`config.mk`:
```
export PLATFORM = sky130hd
export DESIGN_NAME = transfer_function_ramp_generator
export DESIGN_NICKNAME = d
export VERILOG_FILES = /design/src/rtl/tfrg_pkg.sv /design/src/rtl/tfrg_ram.sv /design/src/rtl/tfrg_div.sv /design/src/rtl/transfer_function_ramp_generator.sv
export SDC_FILE = /design/constraint.sdc
export NUM_CORES = 2
export LEC_CHECK = 0
export BUFFER_PORTS_ARGS = -buffer_cell sky130_fd_sc_hd__clkbuf_2
export CAP_MARGIN = 10
export CORE_UTILIZATION = 50
export DETAILED_ROUTE_END_ITERATION = 6
export GPL_ROUTABILITY_DRIVEN = 0
export PLACE_DENSITY = 0.75
export SLEW_MARGIN = 5
export SYNTH_ARGS = -nofsm -noshare
export SYNTH_HDL_FRONTEND = slang
export SYNTH_HIERARCHICAL = 1
export SYNTH_SLANG_ARGS = --single-unit
export TNS_END_PERCENT = 20
```
`constraint.sdc`:
```
create_clock -name i_clk -period 11.1 [get_ports i_clk]
set_clock_uncertainty 0.05 [all_clocks]
set_input_delay 0.555 -clock i_clk [delete_from_list [all_inputs] [get_ports i_clk]]
set_output_delay 0.555 -clock i_clk [all_outputs]
set_load 0.1 [all_outputs]
```
`src/rtl/tfrg_pkg.sv`:
```
// Shared types and constants of the transfer function ramp generator.
// Used by the divider and the top level; depends on nothing else.
`default_nettype none

package tfrg_pkg;

    localparam int TABLE_SIZE_DEF = 512;
    localparam int MAX_POINTS_DEF = 16;

    // shared divider: signed dividend, unsigned divisor
    localparam int DIV_NW = 32;
    localparam int DIV_DW = 18;

    // multiply-accumulate operand and accumulator widths
    localparam int MAC_W = 18;
    localparam int ACC_W = 32;

    localparam logic [1:0] CMD_CLEAR  = 2'd0;
    localparam logic [1:0] CMD_APPEND = 2'd1;
    localparam logic [1:0] CMD_EMIT   = 2'd2;

    localparam logic REG_MIN = 1'b0;
    localparam logic REG_MAX = 1'b1;

    typedef enum logic [3:0] {
        S_IDLE,
        S_M0,
        S_M1,
        S_VDIV,
        S_VWAIT,
        S_WALK,
        S_SPAN,
        S_C0,
        S_C1,
        S_C2,
        S_CDIV,
        S_CWAIT,
        S_OUT
    } t_state;

    typedef struct packed {
        logic start;
        logic floor_mode;
    } t_div_req;

    typedef struct packed {
        logic                     done;
        logic signed [DIV_NW-1:0] quot;
    } t_div_rsp;

endpackage

`default_nettype wire

```
`src/rtl/tfrg_ram.sv`:
```
// Generic single-write, single-read RAM with registered read data.
// Stand-alone; no package needed.
`default_nettype none

module tfrg_ram #(
    parameter int WIDTH = 48,
    parameter int DEPTH = 16
) (
    input  wire logic                     i_clk,
    input  wire logic                     i_we,
    input  wire logic [$clog2(DEPTH)-1:0] i_waddr,
    input  wire logic [WIDTH-1:0]         i_wdata,
    input  wire logic [$clog2(DEPTH)-1:0] i_raddr,
    output logic      [WIDTH-1:0]         o_rdata
);

    logic [WIDTH-1:0] r_mem [DEPTH];
    logic [WIDTH-1:0] r_rdata;

    always_ff @(posedge i_clk) begin
        if (i_we) begin
            r_mem[i_waddr] <= i_wdata;
        end
        r_rdata <= r_mem[i_raddr];
    end

    assign o_rdata = r_rdata;

endmodule

`default_nettype wire

```
`src/rtl/tfrg_div.sv`:
```
// Iterative restoring divider, one quotient bit per cycle, with truncating
// or flooring signed result. Depends on tfrg_pkg.
`default_nettype none

module tfrg_div (
    input  wire logic                              i_clk,
    input  wire logic                              i_rst_n,
    input  wire tfrg_pkg::t_div_req                i_req,
    input  wire logic signed [tfrg_pkg::DIV_NW-1:0] i_dividend,
    input  wire logic [tfrg_pkg::DIV_DW-1:0]       i_divisor,
    output tfrg_pkg::t_div_rsp                     o_rsp
);

    import tfrg_pkg::*;

    localparam int SW = $clog2(DIV_NW);

    logic                     r_busy;
    logic                     r_fix;
    logic                     r_done;
    logic [SW-1:0]            r_step;
    logic [DIV_NW-1:0]        r_mag;
    logic [DIV_DW-1:0]        r_rem;
    logic [DIV_DW-1:0]        r_div;
    logic                     r_neg;
    logic                     r_floor;
    logic signed [DIV_NW-1:0] r_quot;

    logic [DIV_DW:0] trial;
    logic            ge;

    assign trial = {r_rem, r_mag[DIV_NW-1]};
    assign ge    = (trial >= {1'b0, r_div});

    always_ff @(posedge i_clk) begin
        if (!i_rst_n) begin
            r_busy <= 1'b0;
            r_fix  <= 1'b0;
            r_done <= 1'b0;
            r_step <= '0;
        end else begin
            // pulse done for one cycle after the sign fix
            r_done <= r_fix && !r_busy && !i_req.start;
            if (i_req.start) begin
                r_busy  <= 1'b1;
                r_step  <= '0;
                r_rem   <= '0;
                r_div   <= i_divisor;
                r_neg   <= i_dividend[DIV_NW-1];
                r_floor <= i_req.floor_mode;
                r_mag   <= i_dividend[DIV_NW-1] ? DIV_NW'(-i_dividend) : DIV_NW'(i_dividend);
            end else if (r_busy) begin
                // shift in one quotient bit
                r_rem  <= ge ? DIV_DW'(trial - {1'b0, r_div}) : DIV_DW'(trial);
                r_mag  <= {r_mag[DIV_NW-2:0], ge};
                r_step <= r_step + 1'b1;
                if (r_step == SW'(DIV_NW - 1)) begin
                    r_busy <= 1'b0;
                    r_fix  <= 1'b1;
                end
            end else if (r_fix) begin
                // restore sign; floor takes one more step down on a remainder
                if (!r_neg) begin
                    r_quot <= $signed(r_mag);
                end else if (r_floor && (r_rem != '0)) begin
                    r_quot <= $signed(~r_mag);
                end else begin
                    r_quot <= $signed(-r_mag);
                end
                r_fix  <= 1'b0;
            end
        end
    end

    assign o_rsp.done = r_done;
    assign o_rsp.quot = r_quot;

endmodule

`default_nettype wire

```
`src/rtl/transfer_function_ramp_generator.sv`:
```
// Piecewise-linear RGBA ramp generator: control point list, segment walk,
// shared multiply-accumulate and shared divider. Uses tfrg_pkg, tfrg_ram, tfrg_div.
//
// Input stream: tuser carries the command, tdata the point value and color.
//   Clear and append words are taken without leaving idle; ready stays high.
//   An emit word drops ready until its entry is built and loaded into the
//   output register. The 32-step divider runs once for the sample value and
//   once per color channel (a channel of a zero-length segment takes no
//   division). No new command is taken while an entry is being built.
// Output stream: one word per emit; tdata holds index and RGBA, tlast marks
//   the final table entry. The result sits in an output register, so the
//   next command is taken while it waits; a stalled receiver only holds the
//   block once a second entry is finished and the register is still full.
// APB port: min_value at 0x0, max_value at 0x4; write only while idle.
// Reset (synchronous, active low): empty point list, entry counter at zero,
//   min_value 0, max_value 4095, output empty. The point store is not cleared.
`default_nettype none

module transfer_function_ramp_generator #(
    parameter int TABLE_SIZE = tfrg_pkg::TABLE_SIZE_DEF,
    parameter int MAX_POINTS = tfrg_pkg::MAX_POINTS_DEF
) (
    input  wire logic        i_clk,
    input  wire logic        i_rst_n,
    // input stream
    input  wire logic        i_s_axis_tvalid,
    output logic             o_s_axis_tready,
    // tdata: point_value[15:0], point_red[23:16], point_green[31:24],
    //        point_blue[39:32], point_alpha[47:40]
    input  wire logic [47:0] i_s_axis_tdata,
    // tuser: command[1:0]
    input  wire logic [1:0]  i_s_axis_tuser,
    // output stream
    output logic             o_m_axis_tvalid,
    input  wire logic        i_m_axis_tready,
    // tdata: entry_index[8:0], out_red[16:9], out_green[24:17],
    //        out_blue[32:25], out_alpha[40:33], zero[47:41]
    output logic [47:0]      o_m_axis_tdata,
    // tlast: last_entry
    output logic             o_m_axis_tlast,
    // configuration
    input  wire logic        psel,
    input  wire logic        penable,
    input  wire logic        pwrite,
    input  wire logic [2:0]  paddr,
    input  wire logic [31:0] pwdata,
    output logic [31:0]      prdata,
    output logic             pready
);

    import tfrg_pkg::*;

    localparam int CNT_W = $clog2(TABLE_SIZE);
    localparam int PT_W  = $clog2(MAX_POINTS + 1);
    localparam int AW    = $clog2(MAX_POINTS);
    localparam int RAM_W = 48;

    t_state r_state, n_state;

    logic signed [15:0]      r_min, r_max;
    logic [PT_W-1:0]         r_total, r_np;
    logic [CNT_W-1:0]        r_cnt;
    logic signed [16:0]      r_low, r_high, r_v;
    logic [31:0]             r_low_color, r_high_color;
    logic signed [ACC_W-1:0] r_acc;
    logic signed [MAC_W-1:0] r_span, r_t;
    logic [1:0]              r_ch;
    logic [3:0][7:0]         r_color;
    logic                    r_out_valid;
    logic [8:0]              r_out_index;
    logic [31:0]             r_out_color;
    logic                    r_out_last;

    logic        s_ready, in_accept, out_load, cfg_write, is_last, restart;
    logic [1:0]  in_cmd;
    logic signed [15:0] in_value;
    logic [31:0] in_color;

    logic [RAM_W-1:0]   ram_rdata;
    logic signed [15:0] ram_value;
    logic               ram_we;

    logic signed [MAC_W-1:0]   mac_a, mac_b;
    logic signed [2*MAC_W-1:0] mac_prod;
    logic signed [ACC_W-1:0]   mac_lo;

    logic signed [MAC_W-1:0] span_raw, t_raw;
    logic [7:0]              lc, hc, clamped;

    t_div_req             div_req;
    t_div_rsp             div_rsp;
    logic [DIV_DW-1:0]    div_divisor;

    assign in_cmd    = i_s_axis_tuser;
    assign in_value  = i_s_axis_tdata[15:0];
    assign in_color  = i_s_axis_tdata[47:16];
    assign in_accept = i_s_axis_tvalid && s_ready;
    assign cfg_write = psel && penable && pwrite && pready;
    assign is_last   = (r_cnt == CNT_W'(TABLE_SIZE - 1));
    assign restart   = (in_cmd == CMD_CLEAR) || (r_cnt == '0);

    assign ram_we    = in_accept && (in_cmd == CMD_APPEND) && (r_total < PT_W'(MAX_POINTS));
    assign ram_value = ram_rdata[15:0];

    assign lc = r_low_color[{r_ch, 3'b000} +: 8];
    assign hc = r_high_color[{r_ch, 3'b000} +: 8];

    assign span_raw = MAC_W'(r_high) - MAC_W'(r_low);
    assign t_raw    = MAC_W'(r_v) - MAC_W'(r_low);

    assign mac_prod = mac_a * mac_b;
    assign mac_lo   = $signed(mac_prod[ACC_W-1:0]);

    always_comb begin
        if (div_rsp.quot < 0) begin
            clamped = 8'd0;
        end else if (div_rsp.quot > 32'sd255) begin
            clamped = 8'd255;
        end else begin
            clamped = div_rsp.quot[7:0];
        end
    end

    tfrg_ram #(
        .WIDTH (RAM_W),
        .DEPTH (MAX_POINTS)
    ) u_points (
        .i_clk   (i_clk),
        .i_we    (ram_we),
        .i_waddr (r_total[AW-1:0]),
        .i_wdata ({in_color, in_value}),
        .i_raddr (r_np[AW-1:0]),
        .o_rdata (ram_rdata)
    );

    tfrg_div u_div (
        .i_clk      (i_clk),
        .i_rst_n    (i_rst_n),
        .i_req      (div_req),
        .i_dividend (r_acc),
        .i_divisor  (div_divisor),
        .o_rsp      (div_rsp)
    );

    // next state
    always_comb begin
        n_state = r_state;
        unique case (r_state)
            S_IDLE:  if (in_accept && (in_cmd == CMD_EMIT)) n_state = S_M0;
            S_M0:    n_state = S_M1;
            S_M1:    n_state = S_VDIV;
            S_VDIV:  n_state = S_VWAIT;
            S_VWAIT: if (div_rsp.done) n_state = S_WALK;
            S_WALK:  n_state = S_SPAN;
            S_SPAN:  n_state = S_C0;
            S_C0: begin
                if (r_span != '0) begin
                    n_state = S_C1;
                end else if (r_ch == 2'd3) begin
                    n_state = S_OUT;
                end
            end
            S_C1:    n_state = S_C2;
            S_C2:    n_state = S_CDIV;
            S_CDIV:  n_state = S_CWAIT;
            S_CWAIT: if (div_rsp.done) n_state = (r_ch == 2'd3) ? S_OUT : S_C0;
            S_OUT:   if (out_load) n_state = S_IDLE;
            default: n_state = S_IDLE;
        endcase
    end

    // control outputs
    always_comb begin
        s_ready            = 1'b0;
        out_load           = 1'b0;
        div_req.start      = 1'b0;
        div_req.floor_mode = 1'b0;
        div_divisor        = DIV_DW'(TABLE_SIZE);
        mac_a              = '0;
        mac_b              = '0;
        unique case (r_state)
            S_IDLE: s_ready = 1'b1;
            S_M0: begin
                mac_a = MAC_W'(r_min);
                mac_b = MAC_W'(TABLE_SIZE);
            end
            S_M1: begin
                mac_a = MAC_W'(r_cnt);
                mac_b = MAC_W'(r_max) - MAC_W'(r_min);
            end
            S_VDIV: div_req.start = 1'b1;
            S_C0: begin
                mac_a = MAC_W'(lc);
                mac_b = r_span;
            end
            S_C1: begin
                mac_a = MAC_W'(hc) - MAC_W'(lc);
                mac_b = r_t;
            end
            S_CDIV: begin
                div_req.start      = 1'b1;
                div_req.floor_mode = 1'b1;
                div_divisor        = {r_span[DIV_DW-2:0], 1'b0};
            end
            S_OUT: out_load = !r_out_valid || i_m_axis_tready;
            default: ;
        endcase
    end

    always_ff @(posedge i_clk) begin
        if (!i_rst_n) begin
            r_state      <= S_IDLE;
            r_min        <= 16'sd0;
            r_max        <= 16'sd4095;
            r_total      <= '0;
            r_cnt        <= '0;
            r_np         <= '0;
            r_low        <= 17'sd0;
            r_high       <= 17'sd1;
            r_low_color  <= '0;
            r_high_color <= '0;
            r_ch         <= '0;
            r_out_valid  <= 1'b0;
        end else begin
            r_state <= n_state;

            if (cfg_write) begin
                unique case (paddr[2])
                    REG_MIN: r_min <= pwdata[15:0];
                    REG_MAX: r_max <= pwdata[15:0];
                    default: ;
                endcase
            end

            if (out_load) begin
                r_out_valid <= 1'b1;
                r_out_index <= 9'(r_cnt);
                r_out_color <= r_color;
                r_out_last  <= is_last;
                r_cnt       <= is_last ? '0 : r_cnt + 1'b1;
            end else if (r_out_valid && i_m_axis_tready) begin
                r_out_valid <= 1'b0;
            end

            case (r_state)
                S_IDLE: begin
                    if (in_accept) begin
                        if (in_cmd == CMD_CLEAR) begin
                            r_total <= '0;
                            r_cnt   <= '0;
                        end else if (ram_we) begin
                            r_total <= r_total + 1'b1;
                        end
                        // rewind the walk on clear and on the first entry
                        if ((in_cmd == CMD_CLEAR || in_cmd == CMD_EMIT) && restart) begin
                            r_np         <= '0;
                            r_low        <= 17'(r_min);
                            r_high       <= 17'(r_min) + 17'sd1;
                            r_low_color  <= '0;
                            r_high_color <= '0;
                        end
                    end
                end
                S_M0: r_acc <= mac_lo;
                S_M1: r_acc <= r_acc + mac_lo;
                S_VWAIT: if (div_rsp.done) r_v <= 17'(div_rsp.quot);
                S_WALK: begin
                    // advance one point when the sample passes the high end
                    if (r_high < r_v) begin
                        r_low       <= r_high;
                        r_low_color <= r_high_color;
                        if (r_np < r_total) begin
                            r_high       <= 17'(ram_value);
                            r_high_color <= ram_rdata[47:16];
                            r_np         <= r_np + 1'b1;
                        end else begin
                            r_high <= 17'(r_max);
                        end
                    end
                end
                S_SPAN: begin
                    r_span <= (span_raw < 0) ? -span_raw : span_raw;
                    r_t    <= (span_raw < 0) ? -t_raw : t_raw;
                    r_ch   <= '0;
                end
                S_C0: begin
                    if (r_span == '0) begin
                        r_color[r_ch] <= lc;
                        r_ch          <= r_ch + 1'b1;
                    end else begin
                        r_acc <= mac_lo;
                    end
                end
                S_C1: r_acc <= r_acc + mac_lo;
                // numerator for rounding: 2*(lc*span + dc*t) + span
                S_C2: r_acc <= (r_acc <<< 1) + ACC_W'(r_span);
                S_CWAIT: begin
                    if (div_rsp.done) begin
                        r_color[r_ch] <= clamped;
                        r_ch          <= r_ch + 1'b1;
                    end
                end
                default: ;
            endcase
        end
    end

    always_comb begin
        unique case (paddr[2])
            REG_MIN: prdata = {{16{r_min[15]}}, r_min};
            REG_MAX: prdata = {{16{r_max[15]}}, r_max};
            default: prdata = '0;
        endcase
    end

    assign pready          = 1'b1;
    assign o_s_axis_tready = s_ready;
    assign o_m_axis_tvalid = r_out_valid;
    assign o_m_axis_tdata  = {7'd0, r_out_color, r_out_index};
    assign o_m_axis_tlast  = r_out_last;

`ifndef SYNTHESIS
    a_total_bound: assert property (@(posedge i_clk) disable iff (!i_rst_n)
        r_total <= PT_W'(MAX_POINTS))
        else $error("point count beyond capacity");

    a_walk_bound: assert property (@(posedge i_clk) disable iff (!i_rst_n)
        r_np <= r_total)
        else $error("segment walk beyond stored points");

    a_div_done_wait: assert property (@(posedge i_clk) disable iff (!i_rst_n)
        div_rsp.done |-> (r_state == S_VWAIT || r_state == S_CWAIT))
        else $error("divider result outside a wait state");

    a_wrap: assert property (@(posedge i_clk) disable iff (!i_rst_n)
        (out_load && is_last) |=> (r_cnt == '0))
        else $error("entry counter did not wrap after last entry");

    a_no_overwrite: assert property (@(posedge i_clk) disable iff (!i_rst_n)
        (r_out_valid && !i_m_axis_tready) |-> !out_load)
        else $error("output word overwritten while stalled");
`endif

endmodule

`default_nettype wire

```
Yosys cells after proc, flatten, opt, wreduce, memory -nomap -nowiden
Memories as Yosys holds them, arrays and structs flattened. A register that Yosys moved wholly into a read port is not among the register bits.
Index checks and enable logic that the tools add are counted.
- order comparisons: 9
- muxes and demuxes: 75
- shift-type cells: 2
- bitwise operators: 5
- $mul: 1
- reductions and logical operators: 50
- eq/ne operators: 29
- add/sub/neg operators: 17
- operators with widths (cell ; number):
    32-bit two-way mux ; 13
    32-bit case mux with 2 select lines ; 4
    18-bit case mux with 4 select lines ; 2
    32-bit case mux with 4 select lines ; 1
    17-bit two-way mux ; 7
    18-bit two-way mux ; 4
    17-bit case mux with 2 select lines ; 2
    32-bit bitwise mux ; 2
    32-bit negator ; 2
    32-bit by 6-bit variable part select with 8-bit output ; 2
    4-bit case mux with 13 select lines ; 1
    9-bit two-way mux ; 5
    18-bit negator ; 2
    18-bit nonzero test ; 2
    17-bit by 17-bit subtractor with 18-bit output ; 2
    32-bit by 18-bit adder with 32-bit output ; 1
    32-bit adder ; 1
    32-bit by 9-bit greater-than comparator with 1-bit output, second input constant ; 1
    32-bit by 1-bit < comparator with 1-bit output, second input constant ; 1
    18-bit by 18-bit multiplier with 32-bit output ; 1
    32-bit NOT ; 1
    5-bit two-way mux ; 6
    4-bit two-way mux ; 7
    8-bit two-way mux ; 3
    other kinds (46) ; 115
- output and inout bits: 84
- bits in registers: 425
- memories: 1
- memory bits (writable): 768
- logic and storage cells: 223
- memory list (memory ; depth ; bits a word ; rd ports ; clocked after memory_dff ; write ports ; RTL line ; source):
    u_points.r_mem ; 16 ; 48 ; 1 ; 1 ; 1 ; tfrg_ram.sv:17 ; logic [WIDTH-1:0] r_mem [DEPTH];

Longest topological paths before layout
- word-level depth: 7
- gate-level depth with buffers: 47
- depth with buffers taken out: 45

Hierarchy
The synthesis kept the hierarchy.
- by module, submodules not included (module ; cells each ; sequential area each (µm²) ; instances ; area an instance (µm²)):
    transfer_function_ramp_generator ; 3377 ; 7897.6 ; 1 ; 30738.2
    tfrg_ram ; 1242 ; 24023.0 ; 1 ; 29694.7
    tfrg_div ; 609 ; 3223.1 ; 1 ; 6483.7

Worst setup path before layout
Ideal clock, no wire load.
- path kind: register to register
- from: register r_ch[0]
- to: register r_acc[30] (data pin)
- setup time: 270 ps
- stages on the path, launching flop included: 40
- clock period less this slack: 10798 ps
- path buffers: 2
- arrival time: 10478 ps
- setup slack: 302 ps
- cells stage by stage: dfxtp_1 -> clkbuf_1 -> buf_1 -> mux4_2 -> inv_1 -> ha_1 -> fa_1 -> nand2b_1 -> a21oi_1 -> a2111oi_4 -> or3_1 -> a221oi_1 -> nor2_1 -> fa_1 -> inv_1 -> fa_1 -> fa_1 -> fa_1 -> (+4 left out) -> inv_1 -> ha_1 -> a2111o_1 -> a21oi_1 -> nor2_1 -> o21a_1 -> nor2_1 -> xnor2_1 -> ha_1 -> a21o_1 -> a21o_1 -> a221o_1 -> a31oi_1 -> a31oi_1 -> a41o_1 -> o41ai_1 -> o31a_1 -> o211ai_1
- word-level cells in the longest chain between the ends: 6
- elaborated cells on any way between the ends: 8
- those cells by class: add/sub: 2; mul: 1; shift: 2; mux: 3
- RTL lines (element ; RTL line ; source):
    start, declared ; transfer_function_ramp_generator.sv:67 ; logic [1:0] r_ch;
    start signal, assigned ; transfer_function_ramp_generator.sv:289 ; r_ch <= r_ch + 1'b1;
    start signal, assigned ; transfer_function_ramp_generator.sv:300 ; r_ch <= r_ch + 1'b1;
    32-bit by 6-bit variable part select with 8-bit output (on tied branches) ; transfer_function_ramp_generator.sv:106, transfer_function_ramp_generator.sv:105 ;
    8-bit by 8-bit subtractor with 9-bit output ; transfer_function_ramp_generator.sv:197 ; mac_a = MAC_W'(hc) - MAC_W'(lc);
    18-bit case mux with 4 select lines (*) ; transfer_function_ramp_generator.sv:181 ; unique case (r_state)
    18-bit by 18-bit multiplier with 32-bit output (*) ; transfer_function_ramp_generator.sv:111 ; assign mac_prod = mac_a * mac_b;
    32-bit adder or 32-bit two-way mux (tied branches) ; transfer_function_ramp_generator.sv:265, transfer_function_ramp_generator.sv:294, transfer_function_ramp_generator.sv:287 ;
    32-bit case mux with 4 select lines (*) ; transfer_function_ramp_generator.sv:245 ; case (r_state)
    end signal, assigned ; transfer_function_ramp_generator.sv:265 ; S_M1: r_acc <= r_acc + mac_lo;
    end signal, assigned ; transfer_function_ramp_generator.sv:294 ; S_C1: r_acc <= r_acc + mac_lo;
    end signal, assigned ; transfer_function_ramp_generator.sv:296 ; S_C2: r_acc <= (r_acc <<< 1) + ACC_W'(r_span);
    end, declared ; transfer_function_ramp_generator.sv:65 ; logic signed [ACC_W-1:0] r_acc;
Every way passes the cells marked *; elsewhere a longest branch is shown, timed or not. The select of a mux whose other input is x is not followed.
A chain may end at the register's enable or synchronous reset.

Final worst setup path
- from: register r_min[5]
- to: register r_acc[31] (data pin)
- word-level cells in the longest chain between the ends: 5
- elaborated cells on any way between the ends: 7
- those cells by class: add/sub: 2; mul: 1; mux: 4
- RTL lines (element ; RTL line ; source):
    start, declared ; transfer_function_ramp_generator.sv:60 ; logic signed [15:0] r_min, r_max;
    start signal, assigned ; transfer_function_ramp_generator.sv:229 ; REG_MIN: r_min <= pwdata[15:0];
    16-bit by 16-bit subtractor with 17-bit output ; transfer_function_ramp_generator.sv:189 ; mac_b = MAC_W'(r_max) - MAC_W'(r_min);
    18-bit case mux with 4 select lines ; transfer_function_ramp_generator.sv:181 ;
    18-bit by 18-bit multiplier with 32-bit output (*) ; transfer_function_ramp_generator.sv:111 ;
    32-bit adder or 32-bit two-way mux (tied branches) ; transfer_function_ramp_generator.sv:265, transfer_function_ramp_generator.sv:294, transfer_function_ramp_generator.sv:287 ;
    32-bit case mux with 4 select lines (*) ; transfer_function_ramp_generator.sv:245 ;
Marked as above.

==> results.ini <==
[critical_path]
critPathSlowestCell=dfxtp_1
required_ns=11.54
reg2reg_from=r_min[5]
startpoint=r_min[5]
worstPathMaxFanout=12
setup.worst_path.class=reg2reg
critPathCaptureType=register
max_stage_delay_ns=0.52
r2r-end=r_acc[31]
rrSetupSlack_ns=0.52
reg2reg_depth=41
critical_path_buf_inv_count=7
worst_ep_arrival_time_ns=11.02
critical-path-top-delay-family=adder cells
critical_path.startpoint_type=register
cp_num_cells=41
crit_path_end=r_acc[31]

[global_routing]
grt-ovfl-total=0
grt_usage_pct=25.41
grt_pass1_wl_um=262100
antenna_found_initial=17
grt_pass1_vias=43590
grt_max_degree=143

[die]
die-height_um=367.8
die_area_mm2=0.1353
core_area_mm2=0.1321
rows=133
die_w_um=367.8
io_pins=176
start_util_pct=50.64

[timing]
hold_viol_final=0
post-route-period-util_pct=95.28
max_slew_margin_pct=16.50
finalSetupViolCount=0
worst_slew_pin_slew_ns=1.252
fin_hold_ws_ns=0.07651
grt_setup_unrepaired=no
fin_setup_tns_ns=0
max_freq_mhz=94.55
fin_crit_ns=10.58
slew_violations=0
timing.final.ws_setup_ns=0.5241

[layout]
layout-drive-gt1-share_pct=13.90
seqCellArea_mm2=0.03515
final_core_util_pct=56.01
final_nets=6019
syn2layout_area_growth_pct=10.60
multiInputGateArea_mm2=0.02905
fill_cells=10310

[clock_network]
clockRootBuffer=clkbuf_16
cts_buffers=116
cts_buffer_depth=3
cts.sinks=1241
clk-insertion-delay-late_ns=0.76
cts_tree=built
ctsHtreeMaxLevel=3
clk_pin_slew_ns=0.06

[logic_synthesis]
synth_edf_count=1029
seq_area_frac_synth_pct=52.52
ys_seq_elements=1241
synth_cells=5228
synth_cell_types=102
synth_ff_type=edfxtp_1
syn_avg_cell_area_um2=12.80
async_flop_share_pct=0
syn_area_mm2=0.06692
ys_warn_count=6

[placement]
place_ws_ns=0.09666
io_buffers=149
hpwl_um=114000

[pwr]
powerDensity_mw_per_mm2=151.9
power_mw=11.24
max-vdd-ir-drop_mv=0.1848
leakagePower_nw=27.61

[job]
drv_cap=0

[hold_path]
hp-class=in2reg

[route]
drc_errors=0
first_pass_iters=6
vias=44050
detail_route.iter0.violations=4791
routedWlPerCell_um=23.85
drt-total-wl_um=172700
drtAntennaViolNets=0
routed_via_density=6.082

[run_status]
status=completed

[power breakdown]
group          internal [mW]  switching, mW  total, mW
clock                   2.34           1.78       4.11
combinational          0.660           1.14       1.80
sequential              5.22          0.114       5.33
total                   8.21           3.03       11.2
[state kept, by name (all words and copies together), names as in the netlist, 17 cells and up]
signal and cells:
r_acc 32, r_color 32, r_high 17, r_high_color 32, r_low 17, r_low_color 32
r_out_color 32, r_span 18, r_t 18, r_v 17, u_div/r_div 18, u_div/r_mag 32
u_div/r_quot 32, u_div/r_rem 18, u_points/o_rdata 48, u_points/r_mem 768
[worst min-delay path: stages]
cell      delay, ns
clkbuf_2       0.14
nand2_1        0.07
a21boi_0       0.06
[how the worst min path moves through the flow]
stage / startpoint / end / slack [ns] / cells past startpoint
floorplan: r_color[0] / r_out_color[0] / 0.35 / 0
global placement: r_color[10] / r_out_color[10] / 0.35 / 0
detailed placement: r_color[23] / r_out_color[23] / 0.35 / 0
CTS: pwdata[14] / r_max[14] / 0.02 / 3
global route: pwdata[14] / r_max[14] / 0.06 / 3
finish: pwdata[14] / r_max[14] / 0.08 / 3
[cell families after synthesis]
group	Yosys count	synth area share, %
AOI/OAI and AO/OA	986	10.13
and+or+nand+nor	1200	8.474
muxes	235	7.414
other	2	0.01122
xor gates and xnor gates	257	3.396
adders and majority gates	550	13.54
DFF	1241	52.52
buffers and inverters	757	4.519
[Yosys cell counts, types with 14 or more instances]
cell      instances  share of area (%)
dfxtp_1         212                6.3
mux2i_1          22               0.33
a21o_1           78               0.88
o211ai_1         28               0.31
o31ai_1          39               0.44
ha_1            260                4.9
o21a_1           33               0.37
o21ai_0         164                1.2
inv_1           510                2.9
a21oi_1         214                1.6
xor2_1           98                1.3
nor2_1          287                1.6
a31oi_1          21               0.20
a211o_1          14               0.18
nand4_1          39               0.36
fa_1            290                8.7
nand2b_1         35               0.33
buf_1            19               0.11
o21ai_1          22               0.16
xnor2_1         157                2.1
nor2b_1          39               0.36
o211a_1          21               0.31
o221ai_1         19               0.25
buf_4            43               0.48
nand3_1          74               0.55
a21boi_0         30               0.34
clkbuf_1        171               0.96
a22o_1           33               0.43
a22oi_1         129                1.4
nor3_1           48               0.36
nor4_1           28               0.26
o21bai_1         15               0.17
and3_1           31               0.29
and2_1           64               0.60
mux4_2          208                7.0
nand2_1         455                2.6
a211oi_1         22               0.25
or3_1            28               0.26
or2_2            17               0.16
edfxtp_1       1029                 46
[final cells by class]
cell class | instances | area share, %
Sequential cell | 1241 | 47.50
Multi-Input combinational cell | 3237 | 39.24
Clock buffer | 168 | 4.519
Tap cell | 1755 | 2.967
Inverter | 513 | 2.603
Timing Repair Buffer | 268 | 2.308
Clock inverter | 54 | 0.8419
Antenna cell | 6 | 0.02029
[routing by layer]
layer | part of all wire, % | global-route usage [%] | vias up
li1 | - | - | 19330
met1 | 40 | 34.66 | 22010
met2 | 47 | 40.87 | 2321
met3 | 9.9 | 5.152 | 364
met4 | 3.1 | 8.179 | 24
met5 | 0.090 | 0 | -
[per-stage QoR]
step / cell area (um^2) / cells
2_1_floorplan: 66940 / 5235
3_3_place_gp: 69870 / 7002
3_5_place_dp: 69870 / 7002
4_1_cts: 73940 / 7234
5_1_grt: 74000 / 7237
6_report: 74010 / 7242
[placed cells by master, fill, tap and decap left out, types with 19 or more instances in the layout]
cell and instances:
a211oi_1 20, a21boi_0 30, a21o_1 78, a21oi_1 208
a22o_1 33, a22oi_1 129, a31oi_1 20, and2_1 62
and3_1 31, buf_4 106, clkbuf_1 29, clkbuf_16 119
clkbuf_2 150, dfxtp_1 209, edfxtp_1 1029, fa_1 290
ha_1 259, inv_1 509, mux2i_1 22, mux4_2 208
nand2_1 455, nand2b_1 35, nand3_1 74, nand4_1 39
nor2_1 271, nor2b_1 36, nor3_1 40, nor4_1 27
o211a_1 21, o211ai_1 28, o21a_1 32, o21ai_0 160
o21ai_1 25, o221ai_1 19, o31ai_1 39, or3_1 27
xnor2_1 157, xor2_1 98
[what timing repair did]
item | CTS | global route
resized for setup | 0 | 15
setup buffers | 0 | 2
hold endpoints to repair | 17 | 0
endpoints found under the setup margin | 0 | 8
hold buffers | 10 | 0
(Power assumes the default switching activity.)
